$ cat src/design/dmwtc_pkg.sv
// Shared constants and controller/datapath interface types of the cache.
package dmwtc_pkg;

	localparam int ADDR_BITS = 12;
	localparam int DATA_BITS = 32;

	localparam int DEF_LINES        = 8;
	localparam int DEF_MEMORY_WORDS = 1024;
	localparam int DEF_BLOCK_BYTES  = 4;
	localparam int DEF_WORD_BITS    = 32;

	typedef struct packed {
		logic clear;
		logic accept;
		logic step_a;
		logic step_b;
		logic step_c;
		logic read;
		logic commit;
	} dmwtc_cmd_t;

	typedef struct packed {
		logic clear_last;
	} dmwtc_sts_t;

endpackage

$ cat src/design/dmwtc_ctrl.sv
// Controller state machine: clearing pass, request sequencing and response flag.
module dmwtc_ctrl import dmwtc_pkg::*; (
	input  logic       clk,
	input  logic       arst_n,
	input  logic       req_valid,
	output logic       req_ready,
	output logic       rsp_valid,
	input  logic       rsp_ready,
	input  dmwtc_sts_t sts,
	output dmwtc_cmd_t cmd
);

	localparam logic [2:0] ST_INIT   = 3'd0;
	localparam logic [2:0] ST_IDLE   = 3'd1;
	localparam logic [2:0] ST_DIVA   = 3'd2;
	localparam logic [2:0] ST_DIVB   = 3'd3;
	localparam logic [2:0] ST_DIVC   = 3'd4;
	localparam logic [2:0] ST_READ   = 3'd5;
	localparam logic [2:0] ST_COMMIT = 3'd6;

	logic [2:0] state_q;
	logic [2:0] state_d;
	logic       rsp_valid_q;

	always_comb begin
		cmd       = '0;
		req_ready = 1'b0;
		state_d   = state_q;
		unique case (state_q)
			ST_INIT: begin
				cmd.clear = 1'b1;
				if (sts.clear_last) begin
					state_d = ST_IDLE;
				end
			end
			ST_IDLE: begin
				req_ready = 1'b1;
				if (req_valid) begin
					cmd.accept = 1'b1;
					state_d    = ST_DIVA;
				end
			end
			ST_DIVA: begin
				cmd.step_a = 1'b1;
				state_d    = ST_DIVB;
			end
			ST_DIVB: begin
				cmd.step_b = 1'b1;
				state_d    = ST_DIVC;
			end
			ST_DIVC: begin
				cmd.step_c = 1'b1;
				state_d    = ST_READ;
			end
			ST_READ: begin
				cmd.read = 1'b1;
				state_d  = ST_COMMIT;
			end
			ST_COMMIT: begin
				// The result waits here until the output register is free.
				if (!rsp_valid_q || rsp_ready) begin
					cmd.commit = 1'b1;
					state_d    = ST_IDLE;
				end
			end
			default: begin
				state_d = ST_INIT;
			end
		endcase
	end

	always_ff @(posedge clk or negedge arst_n) begin
		if (!arst_n) begin
			state_q     <= ST_INIT;
			rsp_valid_q <= 1'b0;
		end else begin
			state_q <= state_d;
			if (cmd.commit) begin
				rsp_valid_q <= 1'b1;
			end else if (rsp_ready) begin
				rsp_valid_q <= 1'b0;
			end
		end
	end

	assign rsp_valid = rsp_valid_q;

endmodule

$ cat config.mk
export PLATFORM = sky130hd
export DESIGN_NAME = dmwtc_ctrl
export DESIGN_NICKNAME = d
export VERILOG_FILES = /design/src/design/dmwtc_pkg.sv /design/src/design/dmwtc_ctrl.sv
export SDC_FILE = /design/constraint.sdc
export NUM_CORES = 1
export LEC_CHECK = 0
export ABC_AREA = 1
export BUFFER_PORTS_ARGS = -buffer_cell sky130_fd_sc_hd__clkbuf_2
export CAP_MARGIN = 20
export CORE_AREA = 2 2 39 41
export DETAILED_ROUTE_END_ITERATION = 16
export DIE_AREA = 0 0 41 43
export GPL_ROUTABILITY_DRIVEN = 0
export HOLD_SLACK_MARGIN = 0.1
export MAX_ROUTING_LAYER = met4
export PLACE_DENSITY = 0.51
export REMOVE_ABC_BUFFERS = 1
export SKIP_CTS_REPAIR_TIMING = 1
export SYNTH_ARGS = -nofsm -noshare
export SYNTH_HDL_FRONTEND = slang
export SYNTH_SLANG_ARGS = --single-unit
$ cat constraint.sdc
create_clock -name clk -period 1.45 [get_ports clk]
set_input_delay 0.145 -clock clk [delete_from_list [all_inputs] [get_ports clk]]
set_output_delay 0.145 -clock clk [all_outputs]
set_load 0.02 [all_outputs]
* Word-level counts from Yosys, hierarchy flattened
Index checks and enable logic that the tools add are counted.
Operators by class: $add $sub $neg 0, multipliers 0, div/mod/pow operators 0, magnitude comparators 0, equal/unequal tests 9, shift operators 0, mux-type cells 16, bitwise gates (word level) 0, reductions and logical operators 5
Operators by type and width (count):
- one-hot mux 3 bit (7 select lines) | 1
- 2-to-1 mux 1 bit | 12
- == test 3 bit, second input constant | 3
- 2-to-1 mux 3 bit | 3
- == test 3 x 2 -> 1 bit, second input constant | 2
- inequality test 2 bit, second input constant | 3
- == test 3 x 1 -> 1 bit, second input constant | 1
- zero test 3 bit | 1
- AND reduction 3 bit | 1
- nonzero test 2 bit | 1
- zero test 1 bit | 1
- logical OR 1 bit | 1
Storage, ports and cells: register bits after elaboration 4, latch bits 0, RAM bits 0, memory bits (read-only) 0, bits of input ports 5, output and inout bits 9, word-level logic and storage cells 32, memories kept 0

* Longest topological paths before layout
word-level depth 5, mapped depth 6, depth with buffers taken out 6

* Worst setup path before layout
No wires, ideal clock.
path type register to output, from reg state_q[1], to out cmd[5] in the netlist's numbering, arrival 1.036 ns, required time 1.305 ns, slack 0.269 ns, cell stages (with the launch flop) 4, buffers on the path 0, cells stage by stage dfrtp_1 inv_2 nand2_1 nor3_1
RTL lines:
- from (decl) | line dmwtc_ctrl.sv:21 | logic [2:0] state_q;
- from (signal assigned) | line dmwtc_ctrl.sv:77 | state_q <= state_d;
- to (decl) | line dmwtc_ctrl.sv:10 | output dmwtc_cmd_t cmd

==> flow_metrics.env <==
export IMPL_clk_insertion_delay_late_ns=0.23
export IMPL_grt_met2_usage_pct=10.3
export IMPL_fp_dieH_um=43
export IMPL_htree_levels=1
export IMPL_cp_slowest_cell="dfrtp_1"
export IMPL_grt_pass1_wl_um=917
export IMPL_grt_use_met3_pct=4.71
export IMPL_cts_buffers=3
export IMPL_yosysWarnings=0
export IMPL_cts_tree="yes"
export IMPL_syn_area_um2=258
export IMPL_worstPathMaxFanout=6
export IMPL_slew_headroom_pct=81.6
export IMPL_final_cell_mix="clkbuf_2 (13), inv_1 (7), nand2_1 (7), nor2_1 (5), dfrtp_1 (4)"
export IMPL_peakVddDrop_uv=490
export IMPL_rsz0062_at_grt="no"
export IMPL_crit_path_cell_trace="nor2_2, nand2_1, nor2_1, clkbuf_2"
export IMPL_hpwl_um=475
export IMPL_drc=0
export IMPL_synthCells=37
export IMPL_die_x_um=41
export IMPL_overflow=0
export IMPL_postRouteAntennaNets=0
export IMPL_status="finished clean"
export IMPL_clk_pin_slew_worst_paths_ns=0.04
export IMPL_fillers=173
export IMPL_totalNegativeSetupSlack_ns=0
export IMPL_grt_max_degree=10
export IMPL_core_mm2=0.00138
export IMPL_finClkSkew_ns=0.00541
export IMPL_nNetsFinal=60
export IMPL_drive_gt1_share_pct=37.7
export IMPL_powerDensity_mw_per_mm2=2280
export IMPL_multi_input_area_um2=116
export IMPL_use_met1_pct=9.51
export IMPL_worst_path_dominant_cell_family="flip-flops"
export IMPL_num_rows=14
export IMPL_leakagePower_nw=0.218
export IMPL_holdCritPathClass="in -> reg"
export IMPL_period_needed_ns=1.33
export IMPL_clk_path_buf_depth=2
export IMPL_cpPeakStageDelay_ns=0.44
export IMPL_arrival_ns=1.18
export IMPL_max_freq_mhz=753
export IMPL_initialDrtViolationCount=0
export IMPL_antenna_cells=0
export IMPL_ys_seq_elements=4
export IMPL_die_area_mm2=0.00176
export IMPL_placed_cell_area_um2=332
export IMPL_ios=14
export IMPL_path_buf_inv=1
export IMPL_ys_seq_area_share_pct=38.8
export IMPL_post_drt_wl_per_cell_um=8.00
export IMPL_timing_final_crit_share_pct=91.6
export IMPL_drt_pass1_iterations=1
export IMPL_cts_root_buf="clkbuf_4"
export IMPL_antenna_found_initial=0
export IMPL_ys_types=14
export IMPL_clock_sinks=4
export IMPL_crit_type="reg -> out"
export IMPL_worstMarginPinSlew_ns=0.275
export IMPL_io_buffers=13
export IMPL_worstPathRequired_ns=1.31
export IMPL_track_usage_pct=8.59
export IMPL_avgSynthCellArea_um2=6.97
export IMPL_wl_um=552
export IMPL_seqCellArea_um2=100
export IMPL_design_area_um2=364
export IMPL_grt_pass1_vias=230
export IMPL_vias_per_cell=4.04
export IMPL_hold_violations=0
export IMPL_grt_busiest_layer="met2"
export IMPL_report_final_slew_viol_count=0
export IMPL_start_kind="flop"
export IMPL_final_common_cell="clkbuf_2"
export IMPL_initial_utilization_pct=18.6
export IMPL_setup_viol=0
export IMPL_hold_worst_slack_ns=0.123
export IMPL_area_delta_synth_final_pct=41.3
export IMPL_cp_end_kind="output port"
export IMPL_route_vias_total=279
export IMPL_drv_cap=0
-- per-stage QoR --
stage / setup slack, ns / instances / total power, mW / util (%)
final: 0.121 / 69 / 0.831 / 26.3
after floorplan: 0.269 / 36 / 0.560 / -
after global placement: 0.340 / 65 / 0.704 / 24.0
after global routing: 0.0210 / 69 / 0.926 / 26.3
after detailed placement: 0.360 / 65 / 0.705 / 24.0
after CTS: 0.0979 / 68 / 0.851 / 25.6
-- per-layer routing --
layer	routed length, µm	up-vias
li1	-	147
met1	246	127
met2	281	5
met3	24	0
met4	0	0
met5	0	-
-- Yosys cell counts --
master / number / area (µm²)
a21oi_1: 1 / 5.00
buf_6: 1 / 11.3
dfrtp_1: 4 / 100
inv_1: 7 / 26.3
inv_2: 1 / 3.75
nand2_1: 7 / 26.3
nand3_1: 3 / 15.0
nand4_1: 1 / 6.26
nor2_1: 5 / 18.8
nor2_2: 1 / 6.26
nor3_1: 3 / 15.0
nor3_2: 1 / 10.0
o21ai_0: 1 / 5.00
o21ai_2: 1 / 8.76
-- path summary, 6_finish.rpt --
check	from	endpoint	slack [ns]	cells after the start
max reg2reg	state_q[2]	state_q[0]	0.40	4
min in group asynchronous	arst_n	rsp_valid	0.25	2
min reg2reg	rsp_valid	rsp_valid	0.55	2
max in group asynchronous	arst_n	state_q[2]	1.07	2
min	rsp_ready	rsp_valid	0.12	2
max	state_q[0]	cmd[0]	0.12	4
-- registers in the layout (all words and copies together), names as in the netlist --
signal and cells:
rsp_valid 1, state_q 3
-- logic make-up (layout without fill, tap and decap cells) --
logic type | after synthesis | after routing | share of synthesized area, %
AO/OA/AOI/OAI | 3 | 3 | 7.28
buffers and inverters | 9 | 25 | 16.0
flip-flops | 4 | 4 | 38.8
AND/OR/NAND/NOR | 21 | 21 | 37.9
-- where the power goes --
part	leakage, nW	total, mW	internal [mW]	switching (mW)
clock	0.0138	0.138	0.0926	0.0450
sequential	0.0507	0.238	0.162	0.0755
combinational	0.154	0.456	0.153	0.303
-- area by class of cell --
cell class                      count  area share (%)
Clock buffer                        3            6.19
Inverter                            8            8.25
Multi-Input combinational cell     24            32.0
Sequential cell                     4            27.5
Tap cell                           16            5.50
Timing Repair Buffer               14            20.6
Note: power is estimated with default switching activity, not from simulation.
